===== src/hw/rtl/button_encoder_event_generator_top_assert.svh =====
// Assertion macros used by button_encoder_event_generator_top.
`ifndef BUTTON_ENCODER_EVENT_GENERATOR_TOP_ASSERT_SVH
`define BUTTON_ENCODER_EVENT_GENERATOR_TOP_ASSERT_SVH

// Same-cycle implication, disabled while reset is asserted.
`define BEG_ASSERT_IMPL(lbl, clk, rstn, ante, cons, msg) \
    lbl: assert property (@(posedge clk) disable iff (!(rstn)) (ante) |-> (cons)) \
        else $error(msg);

// Next-cycle implication, disabled while reset is asserted.
`define BEG_ASSERT_NEXT(lbl, clk, rstn, ante, cons, msg) \
    lbl: assert property (@(posedge clk) disable iff (!(rstn)) (ante) |=> (cons)) \
        else $error(msg);

`endif


===== src/hw/rtl/btn_enc_pkg.sv =====
// ----------------------------------------------------------------------------
// btn_enc_pkg
// Constants shared by the button and encoder event generator.
// ----------------------------------------------------------------------------
package btn_enc_pkg;

    localparam int NUM_BUTTONS = 3;
    localparam int LEVEL_W     = 3;
    localparam int BTN_IDX_W   = (NUM_BUTTONS > 1) ? $clog2(NUM_BUTTONS) : 1;
    localparam int CFG_IDX_W   = 2;
    localparam int CFG_DATA_W  = 16;

    // Register indexes
    localparam logic [CFG_IDX_W-1:0] REG_DEBOUNCE      = 2'd0;
    localparam logic [CFG_IDX_W-1:0] REG_HOLD_MS       = 2'd1;
    localparam logic [CFG_IDX_W-1:0] REG_COUNTS_PER_DT = 2'd2;
    localparam logic [CFG_IDX_W-1:0] REG_PRESS_ON_DOWN = 2'd3;

    // Reset values
    localparam logic [15:0] DEBOUNCE_RST = 16'd30;
    localparam logic [15:0] HOLD_RST     = 16'd800;
    localparam logic [4:0]  CPD_RST      = 5'd4;
    localparam logic [2:0]  MASK_RST     = 3'd2;

    // Event codes
    localparam logic [3:0] EV_NONE = 4'd0;
    localparam logic [3:0] EV_CW   = 4'd1;
    localparam logic [3:0] EV_CCW  = 4'd2;
    localparam int         EV_PRESS_BASE = 3;

    localparam int DIV_STEPS = 32;

endpackage


===== src/hw/rtl/button_encoder_event_generator_top.sv =====
// ----------------------------------------------------------------------------
// button_encoder_event_generator_top
// Debounced button press/hold events and quadrature encoder detents.
// ----------------------------------------------------------------------------
// Each poll transfer yields exactly one event code. After acceptance the
// sequencer forms the count delta and its magnitude, a radix-2 restoring
// divider reuses one 6-bit subtract for every quotient bit to split the
// remainder into whole detents, the apply step merges them into the
// saturating pending count, the scan runs the debounce and press/hold logic
// one button at a time, and the last steps pick a detent and load the output
// register. The scan stops at the first button that reports, and the detent
// step is then skipped. The load waits while the previous result is still
// held for the sink. The input side is ready again once the result is loaded,
// while that result still waits for the sink.
module button_encoder_event_generator_top
    import btn_enc_pkg::*;
(
    input  logic                  aclk,
    input  logic                  aresetn,
    // poll input
    input  logic                  s_valid,
    output logic                  s_ready,
    input  logic [31:0]           s_now_ms,
    input  logic [LEVEL_W-1:0]    s_button_levels,
    input  logic signed [31:0]    s_encoder_count,
    // event output
    output logic                  m_valid,
    input  logic                  m_ready,
    output logic [3:0]            m_event_code,
    // configuration writes
    input  logic                  cfg_valid,
    output logic                  cfg_ready,
    input  logic [CFG_IDX_W-1:0]  cfg_index,
    input  logic [CFG_DATA_W-1:0] cfg_data
);

    localparam logic [2:0] ST_IDLE  = 3'd0;
    localparam logic [2:0] ST_DELTA = 3'd1;
    localparam logic [2:0] ST_ABS   = 3'd2;
    localparam logic [2:0] ST_DIV   = 3'd3;
    localparam logic [2:0] ST_APPLY = 3'd4;
    localparam logic [2:0] ST_BTN   = 3'd5;
    localparam logic [2:0] ST_DET   = 3'd6;
    localparam logic [2:0] ST_OUT   = 3'd7;

    logic [2:0] state_reg, state_next;

    // configuration
    logic [15:0] debounce_reg, hold_reg;
    logic [4:0]  cpd_reg;
    logic [2:0]  mask_reg;
    logic [4:0]  size_eff;

    // captured poll
    logic [31:0]         now_reg;
    logic [LEVEL_W-1:0]  levels_reg;
    logic [31:0]         count_reg;

    // encoder state
    logic [31:0]        prev_reg, prev_next;
    logic [31:0]        sub_reg, sub_next;
    logic signed [15:0] pend_reg, pend_next;
    logic [31:0]        sub_mag;

    // divider
    logic [31:0] dvd_reg, dvd_next;
    logic [4:0]  rem_reg, rem_next;
    logic        neg_reg, neg_next;
    logic [4:0]  div_cnt_reg, div_cnt_next;
    logic [5:0]  trial;

    // button state
    logic [NUM_BUTTONS-1:0] last_reg, last_next;
    logic [NUM_BUTTONS-1:0] armed_reg, armed_next;
    logic [NUM_BUTTONS-1:0] sp_reg, sp_next;
    logic [NUM_BUTTONS-1:0] hd_reg, hd_next;
    logic [31:0] change_reg [NUM_BUTTONS];
    logic [31:0] change_next [NUM_BUTTONS];
    logic [31:0] down_reg [NUM_BUTTONS];
    logic [31:0] down_next [NUM_BUTTONS];
    logic [BTN_IDX_W-1:0] btn_idx_reg, btn_idx_next;

    // result
    logic [3:0] ev_reg, ev_next;
    logic [3:0] out_reg, out_next;
    logic       m_valid_reg, m_valid_next;

    // button step signals
    logic        b_lvl, b_on_down, b_low;
    logic [31:0] b_since_change, b_since_down;
    logic [3:0]  b_press, b_code;
    logic        b_last_btn;

    // encoder apply signals
    logic signed [32:0] whole;
    logic signed [33:0] pend_sum;
    logic [31:0]        rem_signed;

    assign s_ready      = (state_reg == ST_IDLE);
    assign cfg_ready    = 1'b1;
    assign m_valid      = m_valid_reg;
    assign m_event_code = out_reg;

    always_comb begin
        if (cpd_reg == 5'd0) begin
            size_eff = 5'd1;
        end else if (cpd_reg > 5'd16) begin
            size_eff = 5'd16;
        end else begin
            size_eff = cpd_reg;
        end
    end

    assign sub_mag = sub_reg[31] ? (32'd0 - sub_reg) : sub_reg;
    assign trial   = {rem_reg, dvd_reg[31]} - {1'b0, size_eff};

    assign whole      = neg_reg ? -$signed({1'b0, dvd_reg}) : $signed({1'b0, dvd_reg});
    assign pend_sum   = 34'(pend_reg) + 34'(whole);
    assign rem_signed = neg_reg ? (32'd0 - {27'd0, rem_reg}) : {27'd0, rem_reg};

    // per-button view at the scan index
    always_comb begin
        b_lvl = 1'b0;
        b_on_down = 1'b0;
        if (int'(btn_idx_reg) < LEVEL_W) begin
            b_lvl     = levels_reg[btn_idx_reg];
            b_on_down = mask_reg[btn_idx_reg];
        end
        b_low          = !b_lvl;
        b_since_change = now_reg - change_reg[btn_idx_reg];
        b_since_down   = now_reg - down_reg[btn_idx_reg];
        b_press        = 4'(EV_PRESS_BASE + 2 * int'(btn_idx_reg));
        b_last_btn     = (int'(btn_idx_reg) == NUM_BUTTONS - 1);
    end

    always_comb begin
        state_next   = state_reg;
        prev_next    = prev_reg;
        sub_next     = sub_reg;
        pend_next    = pend_reg;
        dvd_next     = dvd_reg;
        rem_next     = rem_reg;
        neg_next     = neg_reg;
        div_cnt_next = div_cnt_reg;
        last_next    = last_reg;
        armed_next   = armed_reg;
        sp_next      = sp_reg;
        hd_next      = hd_reg;
        change_next  = change_reg;
        down_next    = down_reg;
        btn_idx_next = btn_idx_reg;
        ev_next      = ev_reg;
        out_next     = out_reg;
        b_code       = EV_NONE;
        m_valid_next = m_valid_reg && !m_ready;

        unique case (state_reg)
            ST_IDLE: begin
                if (s_valid) begin
                    state_next = ST_DELTA;
                end
            end
            ST_DELTA: begin
                sub_next   = sub_reg + (count_reg - prev_reg);
                prev_next  = count_reg;
                state_next = ST_ABS;
            end
            ST_ABS: begin
                dvd_next     = sub_mag;
                neg_next     = sub_reg[31];
                rem_next     = 5'd0;
                div_cnt_next = 5'd0;
                state_next   = ST_DIV;
            end
            ST_DIV: begin
                // one quotient bit per cycle
                if (!trial[5]) begin
                    rem_next = trial[4:0];
                    dvd_next = {dvd_reg[30:0], 1'b1};
                end else begin
                    rem_next = {rem_reg[3:0], dvd_reg[31]};
                    dvd_next = {dvd_reg[30:0], 1'b0};
                end
                div_cnt_next = div_cnt_reg + 5'd1;
                if (int'(div_cnt_reg) == DIV_STEPS - 1) begin
                    state_next = ST_APPLY;
                end
            end
            ST_APPLY: begin
                if (dvd_reg != 32'd0) begin
                    sub_next = rem_signed;
                    if (pend_sum > 34'sd32767) begin
                        pend_next = 16'sh7fff;
                    end else if (pend_sum < -34'sd32768) begin
                        pend_next = -16'sh8000;
                    end else begin
                        pend_next = pend_sum[15:0];
                    end
                end
                btn_idx_next = '0;
                state_next   = ST_BTN;
            end
            ST_BTN: begin
                priority if (b_lvl != last_reg[btn_idx_reg]) begin
                    last_next[btn_idx_reg]   = b_lvl;
                    change_next[btn_idx_reg] = now_reg;
                end else if (b_since_change < {16'd0, debounce_reg}) begin
                    b_code = EV_NONE;
                end else if (!armed_reg[btn_idx_reg]) begin
                    if (!b_low) begin
                        armed_next[btn_idx_reg] = 1'b1;
                    end
                end else if (b_low && !sp_reg[btn_idx_reg]) begin
                    sp_next[btn_idx_reg]   = 1'b1;
                    down_next[btn_idx_reg] = now_reg;
                    hd_next[btn_idx_reg]   = b_on_down;
                    b_code = b_on_down ? b_press : EV_NONE;
                end else if (b_low && !hd_reg[btn_idx_reg]
                             && b_since_down >= {16'd0, hold_reg}) begin
                    hd_next[btn_idx_reg] = 1'b1;
                    b_code = b_press + 4'd1;
                end else if (!b_low && sp_reg[btn_idx_reg]) begin
                    sp_next[btn_idx_reg] = 1'b0;
                    b_code = hd_reg[btn_idx_reg] ? EV_NONE : b_press;
                end else begin
                    b_code = EV_NONE;
                end
                // first reporting button wins; later ones stay untouched
                if (b_code != EV_NONE) begin
                    ev_next    = b_code;
                    state_next = ST_OUT;
                end else if (b_last_btn) begin
                    state_next = ST_DET;
                end else begin
                    btn_idx_next = btn_idx_reg + BTN_IDX_W'(1);
                end
            end
            ST_DET: begin
                if (pend_reg > 16'sd0) begin
                    pend_next = pend_reg - 16'sd1;
                    ev_next   = EV_CW;
                end else if (pend_reg < 16'sd0) begin
                    pend_next = pend_reg + 16'sd1;
                    ev_next   = EV_CCW;
                end else begin
                    ev_next   = EV_NONE;
                end
                state_next = ST_OUT;
            end
            ST_OUT: begin
                // hold until the output register is free
                if (!m_valid_reg || m_ready) begin
                    out_next     = ev_reg;
                    m_valid_next = 1'b1;
                    state_next   = ST_IDLE;
                end
            end
            default: begin
                state_next = ST_IDLE;
            end
        endcase
    end

    always_ff @(posedge aclk) begin
        if (!aresetn) begin
            state_reg    <= ST_IDLE;
            debounce_reg <= DEBOUNCE_RST;
            hold_reg     <= HOLD_RST;
            cpd_reg      <= CPD_RST;
            mask_reg     <= MASK_RST;
            prev_reg     <= '0;
            sub_reg      <= '0;
            pend_reg     <= '0;
            last_reg     <= '1;
            armed_reg    <= '0;
            sp_reg       <= '0;
            hd_reg       <= '0;
            for (int i = 0; i < NUM_BUTTONS; i++) begin
                change_reg[i] <= '0;
                down_reg[i]   <= '0;
            end
            m_valid_reg  <= 1'b0;
        end else begin
            state_reg   <= state_next;
            prev_reg    <= prev_next;
            sub_reg     <= sub_next;
            pend_reg    <= pend_next;
            last_reg    <= last_next;
            armed_reg   <= armed_next;
            sp_reg      <= sp_next;
            hd_reg      <= hd_next;
            change_reg  <= change_next;
            down_reg    <= down_next;
            m_valid_reg <= m_valid_next;
            if (cfg_valid && cfg_ready) begin
                unique case (cfg_index)
                    REG_DEBOUNCE:      debounce_reg <= cfg_data;
                    REG_HOLD_MS:       hold_reg     <= cfg_data;
                    REG_COUNTS_PER_DT: cpd_reg      <= cfg_data[4:0];
                    REG_PRESS_ON_DOWN: mask_reg     <= cfg_data[2:0];
                    default:           cpd_reg      <= cpd_reg;
                endcase
            end
        end
    end

    // datapath registers
    always_ff @(posedge aclk) begin
        if (s_valid && s_ready) begin
            now_reg    <= s_now_ms;
            levels_reg <= s_button_levels;
            count_reg  <= s_encoder_count;
        end
        dvd_reg     <= dvd_next;
        rem_reg     <= rem_next;
        neg_reg     <= neg_next;
        div_cnt_reg <= div_cnt_next;
        btn_idx_reg <= btn_idx_next;
        ev_reg      <= ev_next;
        out_reg     <= out_next;
    end

`include "button_encoder_event_generator_top_assert.svh"

    `BEG_ASSERT_IMPL(a_rem_below_size, aclk, aresetn, state_reg == ST_DIV,
        rem_reg < size_eff, "divider remainder reached the detent size")
    `BEG_ASSERT_IMPL(a_sub_reduced, aclk, aresetn, state_reg == ST_BTN,
        sub_mag < {27'd0, size_eff}, "sub-detent remainder not reduced before scan")
    `BEG_ASSERT_NEXT(a_accept_starts, aclk, aresetn, s_valid && s_ready,
        state_reg == ST_DELTA && !s_ready, "poll transfer did not start the sequencer")
    `BEG_ASSERT_NEXT(a_out_blocked, aclk, aresetn,
        state_reg == ST_OUT && m_valid_reg && !m_ready,
        state_reg == ST_OUT && $stable(out_reg), "result loaded over a waiting transfer")

endmodule


===== config.mk =====
export PLATFORM = sky130hd
export DESIGN_NAME = button_encoder_event_generator_top
export DESIGN_NICKNAME = d
export VERILOG_FILES = /design/src/hw/rtl/btn_enc_pkg.sv /design/src/hw/rtl/button_encoder_event_generator_top.sv
export VERILOG_INCLUDE_DIRS = /design/src /design/src/hw/rtl
export SDC_FILE = /design/constraint.sdc
export NUM_CORES = 1
export LEC_CHECK = 0
export ABC_CLOCK_PERIOD_IN_PS = 16700
export BUFFER_PORTS_ARGS = -buffer_cell sky130_fd_sc_hd__buf_2
export CAP_MARGIN = 25
export CORE_MARGIN = 4
export CORE_UTILIZATION = 40
export CTS_CLUSTER_SIZE = 30
export DETAILED_ROUTE_END_ITERATION = 16
export SYNTH_ARGS = -nofsm -noshare
export SYNTH_HDL_FRONTEND = slang
export SYNTH_SLANG_ARGS = --single-unit

===== constraint.sdc =====
create_clock -name aclk -period 16.7 [get_ports aclk]
set_input_delay 3.34 -clock aclk [delete_from_list [all_inputs] [get_ports aclk]]
set_output_delay 3.34 -clock aclk [all_outputs]
set_load 0.02 [all_outputs]

# ---- After elaboration in Yosys (flattened, before gate mapping)
# Cells that the tools add are included.
dict set report totals {
  output_inout_bits 7
  reg_bits 448
  elab_cells 204
  in_bits 90
}
dict set report op_classes {
  n_addsub 15
  n_lt_le_gt_ge 12
  bitwise_logic 9
  eq_ne 23
  n_reduce_logical 41
  n_mux 75
}
# cell n
set ops {}
lappend ops {{2-to-1 mux 32 bit} 8}
lappend ops {{bitwise mux 96 bit} 2}
lappend ops {{binary-select mux 32 bit (select 2 bit)} 2}
lappend ops {{case mux 32 bit (2 select lines)} 2}
lappend ops {{subtractor 32 bit} 3}
lappend ops {{2-to-1 mux 16 bit} 5}
lappend ops {{demux 32 bit (select 2 bit)} 1}
lappend ops {{2-to-1 mux 4 bit} 10}
lappend ops {{adder 16 x 33 -> 34 bit} 1}
lappend ops {{> comparator 34 x 16 -> 1 bit (second input constant)} 1}
lappend ops {{less-than comparator 34 x 16 -> 1 bit (second input constant)} 1}
lappend ops {{2-to-1 mux 33 bit} 1}
lappend ops {{negator 32 -> 33 bit} 1}
lappend ops {{adder 32 bit} 1}
lappend ops {{greater-or-equal comparator 32 x 16 -> 1 bit} 1}
lappend ops {{less-than comparator 32 x 16 -> 1 bit} 1}
lappend ops {{case mux 16 bit (2 select lines)} 1}
lappend ops {{nonzero test 32 bit} 1}
lappend ops {{subtractor 1 x 32 -> 32 bit (first input constant)} 1}
lappend ops {{2-to-1 mux 3 bit} 10}
lappend ops {{case mux 3 bit (8 select lines)} 1}
lappend ops {{case mux 5 bit (2 select lines)} 2}
lappend ops {{adder 16 x 2 -> 16 bit (second input constant)} 1}
lappend ops {{> comparator 16 x 1 -> 1 bit (second input constant)} 1}
lappend ops {{49 further kinds} 116}

# ---- Logic depth before layout (Yosys ltp)
# Gate-level depths: netlist of run 1.
dict set report depth {
  ltp_word 16
  ltp_mapped 31
}

# ---- Least setup slack after synthesis of run 1
# Ideal clock, no wire load.
dict set report synth_timing {
  path_kind {reg-to-reg}
  from {register btn_idx_reg[0]}
  to {register ev_reg[0], enable pin}
  synth_period_minus_slack_ns 6.517
  stages_incl_launch_ff 26
  path_buffers 3
  arrival_ns 6.216
  slack_ns 10.183
  path_cell_list {edfxtp_1 clkbuf_1 inv_1 nor2_1 clkbuf_1 buf_1 a21oi_1 ha_1 a21oi_1 a21boi_0 o21ai_0 a31o_2 a31o_2 xnor2_1 ha_1 and4_1 a221oi_1 nand4_1 a2111o_1 a2111oi_0 o2111ai_1 nor4_4 a2111oi_1 or3b_1 a211oi_2 o21ai_0}
}
# element line
set synth_rtl {}
lappend synth_rtl {{from (decl)} button_encoder_event_generator_top.sv:81} ;# logic [BTN_IDX_W-1:0] btn_idx_reg, btn_idx_next;
lappend synth_rtl {{from (signal assigned)} button_encoder_event_generator_top.sv:318} ;# btn_idx_reg <= btn_idx_next;
lappend synth_rtl {{adder 2 x 3 -> 4 bit (*)} button_encoder_event_generator_top.sv:132} ;# b_press = 4'(EV_PRESS_BASE + 2 * int'(btn_idx_reg));
lappend synth_rtl {{via b_press[1]} button_encoder_event_generator_top.sv:91} ;# logic [3:0] b_press, b_code;
lappend synth_rtl {{parallel branches: the longest is 3 deep, another holds adder 4 x 1 -> 4 bit} --}
lappend synth_rtl {{2-to-1 mux 4 bit (*)} button_encoder_event_generator_top.sv:213} ;# end else if (b_low && !sp_reg[btn_idx_reg]) begin
lappend synth_rtl {{2-to-1 mux 4 bit (*)} button_encoder_event_generator_top.sv:209} ;# end else if (!armed_reg[btn_idx_reg]) begin
lappend synth_rtl {{2-to-1 mux 4 bit (*)} button_encoder_event_generator_top.sv:207} ;# end else if (b_since_change < {16'd0, debounce_reg}) begin
lappend synth_rtl {{2-to-1 mux 4 bit (*)} button_encoder_event_generator_top.sv:204} ;# priority if (b_lvl != last_reg[btn_idx_reg]) begin
lappend synth_rtl {{2-to-1 mux 4 bit (*)} button_encoder_event_generator_top.sv:157} ;# unique case (state_reg)
lappend synth_rtl {{nonzero test 4 bit (*)} button_encoder_event_generator_top.sv:229} ;# if (b_code != EV_NONE) begin
lappend synth_rtl {{inequality test 2 bit (no source line) (*)} --}
lappend synth_rtl {{AND reduction 2 bit (no source line) (*)} --}
lappend synth_rtl {{to (signal assigned)} button_encoder_event_generator_top.sv:319} ;# ev_reg <= ev_next;
lappend synth_rtl {{to (decl)} button_encoder_event_generator_top.sv:84} ;# logic [3:0] ev_reg, ev_next;
# Mark *: on every way through the listed nets, which the timed path passes. The select of a mux whose other input is x is not followed.
# A chain may end at the register's enable or synchronous reset.

# ---- Final worst setup path of run 1
dict set report layout_timing {
  from {register btn_idx_reg[1]}
  to {register ev_reg[0], enable pin}
}
dict set report layout_via {
  elab_chain_cells 16
}
# element line
set layout_lines {}
lappend layout_lines {{inverter 2 -> 3 bit (not written as such)} {button_encoder_event_generator_top.sv:130, button_encoder_event_generator_top.sv:131}}
lappend layout_lines {{binary-select mux 32 bit (select 2 bit)} button_encoder_event_generator_top.sv:131} ;# b_since_down = now_reg - down_reg[btn_idx_reg];
lappend layout_lines {{2-to-1 mux 32 bit (not written as such) (2 in a row)} button_encoder_event_generator_top.sv:131}
lappend layout_lines {{subtractor 32 bit} button_encoder_event_generator_top.sv:131}
lappend layout_lines {{greater-or-equal comparator 32 x 16 -> 1 bit} button_encoder_event_generator_top.sv:219} ;# && b_since_down >= {16'd0, hold_reg}) begin
lappend layout_lines {{logical AND 1 bit} button_encoder_event_generator_top.sv:219}
lappend layout_lines {{2-to-1 mux 4 bit} button_encoder_event_generator_top.sv:218} ;# end else if (b_low && !hd_reg[btn_idx_reg]
lappend layout_lines {{2-to-1 mux 4 bit} button_encoder_event_generator_top.sv:213}
lappend layout_lines {{2-to-1 mux 4 bit} button_encoder_event_generator_top.sv:209}
lappend layout_lines {{2-to-1 mux 4 bit} button_encoder_event_generator_top.sv:207}
lappend layout_lines {{2-to-1 mux 4 bit (*)} button_encoder_event_generator_top.sv:204}
lappend layout_lines {{2-to-1 mux 4 bit (*)} button_encoder_event_generator_top.sv:157}
lappend layout_lines {{nonzero test 4 bit (*)} button_encoder_event_generator_top.sv:229}
lappend layout_lines {{inequality test 2 bit (no source line) (*)} --}
lappend layout_lines {{AND reduction 2 bit (no source line) (*)} --}
# Every way passes the cells marked *; elsewhere a longest branch is shown, timed or not. The select of a mux whose other input is x is not followed.

==> summary.txt, run 1 <==
Clock network
  – Clock Tree Buf Depth: 3
  – # H-tree levels: 2
  – Clk slew on worst S/H paths: 0.06 ns
  – Post-CTS Setup Inserts: 0
  – # clock sinks: 448
  – Post-cts resize count: 0
  – Hold-fix buffers, CTS: 0
  – CTS root buf: clkbuf_16
  – Worst skew pair latency: between 0.6 and 0.7 ns
  – TritonCTS clock tree: done
  – CTS Buf Count: 52

Placement
  – GPL Wtd Cong: 0.933
  – IO Port Bufs: 95
  – Pre-CTS setup slack: 9.12 ns
  – Placed Instance Area: ~30000 µm²
  – DP Cell Count: 4375
  – HPWL after DPL: 56600 µm

Worst setup path
  – Critical Path AT: 8.02 ns
  – CP Launch Type: register
  – Reg2reg path depth: 22
  – Crit end category: register
  – Flop2flop setup slack: 8.95 ns
  – Reg2reg start: btn_idx_reg[1]$_SDFFCE_PN0P_
  – CP Class: reg -> reg
  – RR Endpoint: ev_reg[0]$_DFFE_PP_
  – Worst Path Required: 16.97 ns
  – CP Max Fanout: 33

Detailed routing
  – Drt pass-1 iters: 5
  – Post-route ant nets: 0
  – Via total after detailed routing: 24200
  – Vias per cell: 5.42
  – Detailed Route WL: 79400 µm
  – Routed wire per std cell: 17.8 µm
  – Initial DRC count: 1975
  – # DRC: 0

Pwr
  – Peak VDD IR: 0.0636 mV
  – Lkg Pwr: 13.2 nW
  – Pwr per Cell Area: 98.5 nW/µm²

Global route
  – Largest net degree at the start of global routing: approximately 100
  – All-Layer GR Usage: 0.202
  – First-pass GRT wire length: 128000 µm
  – Vias in the first global route: 22800
  – Initial antenna violation count: 5
  – GRT Residual Overflow: 0

Floorplanning
  – Core Region: 71500 µm²
  – Initial Util: 0.403
  – Cell Rows: 98
  – I/O pin count: 97
  – Die ar.: 76400 µm²
  – Die width: 276 µm
  – Die Y: about 280 µm

Finish
  – Share of cells above drive strength 1: 0.0724
  – Number of fill cells in the layout: 7037
  – Area grow syn2layout: 10.5%
  – Final Cell Area: 31800 µm²
  – Non-filler instance count after layout: 4474
  – Nets: 3798

Synthesis
  – Synth Register Bits: 448
  – Post-synth EDFFs: 120
  – Post-synth top area share: 0.228
  – Syn avg cell area: 8.32 µm²
  – Syn nets: 3783
  – Post-synthesis sequential area ratio: 0.353
  – Ys flop type: dfxtp_1
  – Yosys cell types: 88
  – Synth Warn #: 0
  – Synth Instances: 3466
  – Biggest area consumer among synthesized cells: dfxtp_1
  – Asr flop ratio synth: 0
  – Mapped Area: 28800 µm²
  – Area contributors post-synth: dfxtp_1 23%, edfxtp_1 13%, ha_1 8.3%, a21oi_1 7.4%, mux2i_1 6.6%

Worst hold path
  – Worst Hold Path EP: m_event_code[0]$_DFFE_PP_
  – Worst Hold Class: reg -> reg
  – Cells on Worst Hold Path: 0
  – Hold path start: ev_reg[0]$_DFFE_PP_

STA
  – Setup tns final: 0 ns
  – Worst Tran Pin Value: around 0.98 ns
  – Worst hold slack: around 0.42 ns
  – Max Slew Vio Count: 0
  – Worst slew margin: 0.332
  – Post-Route Skew: about 0.018 ns
  – Final min period: 7.75 ns
  – Achievable frequency: 0.129 GHz
  – Worst Slack Setup Final: around 9 ns
  – Final hold viol count: 0
  – # setup viols final: 0
  – Period Utilization, post-route: 0.464
  – Unrepaired setup endpoints after global routing: false

Outcome
  – Status: completed

Flow run
  – Max Cap Viol: 0
==> routing by layer <==
metal | global-route usage | up-vias | share of wire
met3 | 0.0289 | 84 | 0.054
li1 | - | 12200 | -
met5 | 0 | - | 0
met2 | 0.293 | 559 | 0.41
met4 | 0.0383 | 0 | 0.015
met1 | 0.318 | 11400 | 0.52
==> cell usage after synthesis, types with 25 or more instances <==
cell type / count
edfxtp_1: 120
nor2_1: 330
ha_1: 191
nand4_1: 27
xor2_1: 39
nand2_1: 479
nand2b_1: 34
a21o_1: 55
a31oi_1: 25
or3_1: 33
mux2i_1: 190
a211oi_1: 25
o21ai_0: 150
xnor2_1: 133
fa_1: 36
nand3_1: 51
dfxtp_1: 328
o211ai_1: 27
clkbuf_1: 139
inv_1: 223
nor3_1: 26
and3_1: 34
nor2b_1: 29
a21oi_1: 424
==> final cells by class <==
type                    instances  area, µm²  share of cell area
multi-input cells            2627      17200               0.539
diodes                          2       5.00            0.000157
clock inverters                15        125             0.00393
repair buffers                127        756              0.0237
well taps                     950       1190              0.0373
flip-flops and latches        448      10200               0.319
clock buffers                  80       1570              0.0494
inverters                     225        852              0.0268
==> layout by cell type, fill, tap and decap left out, types with 10 or more instances in the layout <==
master     netlist  routed
a2111oi_0       10      10
a211oi_1        25      25
a21boi_0        14      14
a21o_1          55      55
a21oi_1        424     424
a31oi_1         25      25
and2_1          16      15
and3_1          34      34
buf_2            6      95
buf_4            7      30
clkbuf_1       139      17
clkbuf_16        0      57
dfxtp_1        328     328
edfxtp_1       120     120
fa_1            36      36
ha_1           191     191
inv_1          223     223
mux2i_1        190     190
nand2_1        479     477
nand2b_1        34      34
nand3_1         51      51
nand4_1         27      27
nor2_1         330     329
nor2b_1         29      28
nor3_1          26      26
nor4_1          13      13
o211ai_1        27      27
o21a_1          24      24
o21ai_0        150     150
o21bai_1        16      16
o31ai_1         23      23
o41ai_1         10      10
or3_1           33      33
or4_1           10      10
xnor2_1        133     133
xor2_1          39      39
==> worst max-delay path, cell delays in order, from the launching register on <==
cell	delay, ns
edfxtp_1	0.86
buf_4	0.64
mux2i_1	0.28
nor2_1	0.06
a21oi_1	0.16
ha_1	0.32
a21oi_2	0.29
o21ai_0	0.22
nand2b_1	0.18
o21ai_0	0.51
xnor2_1	0.19
ha_1	0.28
and4_1	0.20
a221oi_1	0.24
nand4_1	0.16
a2111o_1	0.42
a2111oi_0	0.41
o2111ai_1	0.25
nor4_4	0.46
a2111oi_1	0.16
or3b_1	0.42
a211oi_2	0.33
o21ai_0	0.29
==> cell families after synthesis <==
| family | share of synthesized area |
|---|---|
| xor+xnor | 0.0523 |
| simple gates | 0.175 |
| flops | 0.353 |
| fa+ha+maj | 0.108 |
| mux | 0.0681 |
| compound gates | 0.192 |
| buf+inv | 0.0521 |
| other cells | 0.000130 |
==> per-stage QoR <==
| stage | total power, mW | utilization |
|---|---|---|
| floorplan | 1.82 | - |
| finish | 3.14 | 0.445 |
| global route | 3.32 | 0.445 |
| detailed placement | 2.01 | 0.421 |
| CTS | 3.16 | 0.445 |
| global placement | 2.00 | 0.421 |
==> power by group <==
group	total, mW	switching, mW	internal (mW)
Sequential	1.23	0.0563	1.17
Clock	1.14	0.473	0.664
Combinational	0.769	0.454	0.315
Total	3.14	0.983	2.15
==> worst max path at each step <==
stage | startpoint | slack [ns] | to | cells after the start
after floorplan | btn_idx_reg[0]$_SDFFCE_PN0P_ | 10.18 | ev_reg[0]$_DFFE_PP_ | 25
after detailed placement | btn_idx_reg[1]$_SDFFCE_PN0P_ | 9.12 | ev_reg[0]$_DFFE_PP_ | 22
after CTS | btn_idx_reg[1]$_SDFFCE_PN0P_ | 9.07 | ev_reg[3]$_SDFFCE_PP0P_ | 22
final | btn_idx_reg[1]$_SDFFCE_PN0P_ | 8.95 | ev_reg[0]$_DFFE_PP_ | 22
after global routing | btn_idx_reg[1]$_SDFFCE_PN0P_ | 8.24 | ev_reg[3]$_SDFFCE_PP0P_ | 22
after global placement | btn_idx_reg[1]$_SDFFCE_PN0P_ | 9.25 | ev_reg[0]$_DFFE_PP_ | 25
Note: power is estimated with default switching activity, not from simulation.
==> run 2: changes to the inputs <==
--- a/config.mk
+++ b/config.mk
@@ -6,7 +6,7 @@
 export SDC_FILE = /design/constraint.sdc
 export NUM_CORES = 1
 export LEC_CHECK = 0
-export ABC_CLOCK_PERIOD_IN_PS = 16700
+export ABC_CLOCK_PERIOD_IN_PS = 7450
 export BUFFER_PORTS_ARGS = -buffer_cell sky130_fd_sc_hd__buf_2
 export CAP_MARGIN = 25
 export CORE_MARGIN = 4
==> constraint.sdc (replaced) <==
create_clock -name aclk -period 7.45 [get_ports aclk]
set_input_delay 1.49 -clock aclk [delete_from_list [all_inputs] [get_ports aclk]]
set_output_delay 1.49 -clock aclk [all_outputs]
set_load 0.02 [all_outputs]
==> run 2 against run 1 <==
Critical path depth down 1. Largest cell class unchanged. Fmax up 12%. Clock skew up 0.018 ns. Largest power group unchanged. Highest routed layer unchanged. Non-clock buffer count up 8.
==> summary.txt, run 2 (synthesized netlist as in run 1, its figures left out) <==
Finish
  – Non-filler instance count after layout: 4484 (was 4474)
  – Nets: 3805 (was 3798)
  – Most frequent cells in the layout: 477 x nand2_1, 424 x a21oi_1, 329 x nor2_1 (unchanged)
  – Area grow syn2layout: 10.6% (was 10.5%)
  – Share of cells above drive strength 1: 0.0748 (was 0.0724)
  – Commonest non-fill, non-tap cell in the layout: nand2_1 (unchanged)

Clock network
  – TritonCTS clock tree: done (unchanged)
  – CTS root buf: clkbuf_16 (unchanged)
  – # clock sinks: 448 (unchanged)
  – Worst skew pair latency: 0.63 ns (was 0.61 ns)
  – Clock Tree Buf Depth: 3 (unchanged)
  – # H-tree levels: 2 (unchanged)
  – Clk slew on worst S/H paths: 0.06 ns (about the same)
  – CTS Buf Count: 51 (was 52)
  – Post-cts resize count: 0 (unchanged)
  – Hold-fix buffers, CTS: 0 (unchanged)
  – Post-CTS Setup Inserts: 0 (unchanged)

Pwr
  – Tot Pwr: 7.01 mW (was 3.14 mW)
  – P_sw: 2.23 mW (was 983 µW)
  – Peak VDD IR: 0.181 mV (was 0.0636 mV)
  – Lkg Pwr: 13.2 nW (about the same)
  – Part of the power in registers: 0.393 (was 0.392)
  – Internal: 4.78 mW (was 2.15 mW)
  – Logic pwr share: 0.246 (was 0.245)
  – Sw Share: 0.318 (was 0.314)
  – Clock power share: 0.361 (was 0.363)
  – Pwr per Cell Area: 220 nW/µm² (was 98.5 nW/µm²)

Global route
  – Largest net degree at the start of global routing: 156 (was 102)
  – All-Layer GR Usage: 0.199 (was 0.202)
  – Vias in the first global route: 22400 (was 22800)
  – Initial antenna violation count: 4 (was 5)
  – GRT Residual Overflow: 0 (unchanged)
  – First-pass GRT wire length: 126000 µm (was 128000 µm)

Detailed routing
  – Via total after detailed routing: 24400 (was 24200)
  – Detailed Route WL: 78900 µm (was 79400 µm)
  – Vias per cell: 5.44 (was 5.42)
  – Routed wire per std cell: 17.6 µm (was 17.8 µm)
  – # DRC: 0 (unchanged)
  – Initial DRC count: 2035 (was 1975)
  – Post-route ant nets: 0 (unchanged)
  – Drt pass-1 iters: 5 (unchanged)

Worst setup path
  – Crit end category: register (unchanged)
  – Worst Path Required: 7.94 ns (was 16.97 ns)
  – CP Max Fanout: 12 (was 33)
  – CP Class: reg -> reg (unchanged)
  – Critical Path AT: 7.37 ns (was 8.02 ns)
  – CP Launch Type: register (unchanged)

STA
  – Setup tns final: 0 ns (unchanged)
  – Worst Tran Pin Value: 0.993 ns (was 0.977 ns)
  – Post-Route Skew: 0.0360 ns (was 0.0183 ns)
  – Unrepaired setup endpoints after global routing: false (unchanged)
  – Final hold viol count: 0 (unchanged)
  – Final min period: 6.89 ns (was 7.75 ns)
  – Worst hold slack: 0.425 ns (was 0.418 ns)
  – Achievable frequency: 0.145 GHz (was 0.129 GHz)
  – Period Utilization, post-route: 0.925 (was 0.464)
  – Max Slew Vio Count: 0 (unchanged)
  – Worst slew margin: 0.338 (was 0.332)
  – # setup viols final: 0 (unchanged)

Flow run
  – Max Cap Viol: 0 (unchanged)

Floorplanning
  – Die Y: 276 µm (unchanged)
  – I/O pin count: 97 (unchanged)
  – Die ar.: 76400 µm² (unchanged)
  – Core Region: 71500 µm² (unchanged)
  – Cell Rows: 98 (unchanged)
  – Die width: 276 µm (unchanged)
  – Initial Util: 0.403 (unchanged)

Placement
  – HPWL after DPL: 56800 µm (was 56600 µm)
  – DP Cell Count: 4384 (was 4375)
  – GPL Wtd Cong: 0.882 (was 0.933)
  – IO Port Bufs: 95 (unchanged)

Worst hold path
  – Worst Hold Class: reg -> reg (unchanged)

Outcome
  – Status: completed (unchanged)
[run 2: cell count changes in the layout (fill, tap and decap cells not counted), moves of 3 or more]
| cell | delta |
|---|---|
| buf_12 | +3 |
| buf_4 | +7 |
| clkbuf_1 | -6 |
| clkbuf_16 | -4 |
| clkinv_1 | +6 |
[run 2: power by group through the flow]
stage / clock (mW) / combinational, mW / sequential [mW]
2_1_floorplan: 0 / 1.32 / 2.76
3_3_place_gp: 0 / 1.69 / 2.80
3_5_place_dp: 0 / 1.70 / 2.80
4_1_cts: 2.60 / 1.71 / 2.75
5_1_grt: 2.68 / 1.94 / 2.77
6_report: 2.53 / 1.72 / 2.75
[run 2: final timing paths]
path	startpoint	to	slack (ns)	cells after the start
setup / recovery	dvd_reg[2]$_DFFE_PP_	pend_reg[6]$_SDFFE_PN0P_	0.56	21
hold / removal	ev_reg[1]$_DFFE_PP_	m_event_code[1]$_DFFE_PP_	0.42	0
setup reg to reg	dvd_reg[2]$_DFFE_PP_	pend_reg[6]$_SDFFE_PN0P_	0.56	21
hold reg to reg	ev_reg[1]$_DFFE_PP_	m_event_code[1]$_DFFE_PP_	0.42	0
[run 2: critical path: stages, from the launching register on]
cell,delay (ns)
edfxtp_1,0.42
or3_1,0.41
or3_1,0.33
or3_1,0.38
or3b_2,0.52
or4_1,0.44
or4_1,0.52
nand2_1,0.13
xnor2_1,0.13
ha_1,0.37
a21oi_1,0.27
o211ai_1,0.19
a41oi_1,0.36
xnor2_1,0.13
nor4_1,0.19
a31oi_1,0.06
a2111oi_0,0.40
nand4_1,0.17
or4_4,0.60
o22a_1,0.33
a21o_1,0.22
a22o_1,0.20
[run 2: final cells by class]
class,instances,area (µm²)
antenna,3,7.51
clock buffer,70,1450
multi-input combinational,2627,17200
tap,950,1190
timing repair buffer,135,813
fill,7088,39600
sequential,448,10200
clock inverter,26,233
inverter,225,852
[run 2: metrics by stage]
step	setup WS, ns	instance area [µm²]	utilization
after floorplan	0.933	28800	-
after global placement	0.690	30200	0.422
after detailed placement	0.675	30200	0.422
after CTS	0.618	31900	0.446
after global routing	0.0144	31900	0.446
final	0.562	31900	0.446
[run 2: per-layer routing]
metal / up-vias / share of wire / wire length, µm / global-route usage
met1: 11600 / 0.51 / 40600 / 0.313
met3: 75 / 0.055 / 4380 / 0.0241
met2: 570 / 0.42 / 32800 / 0.293
li1: 12200 / - / - / -
met5: - / 0 / 0 / 0
met4: 0 / 0.015 / 1180 / 0.0377
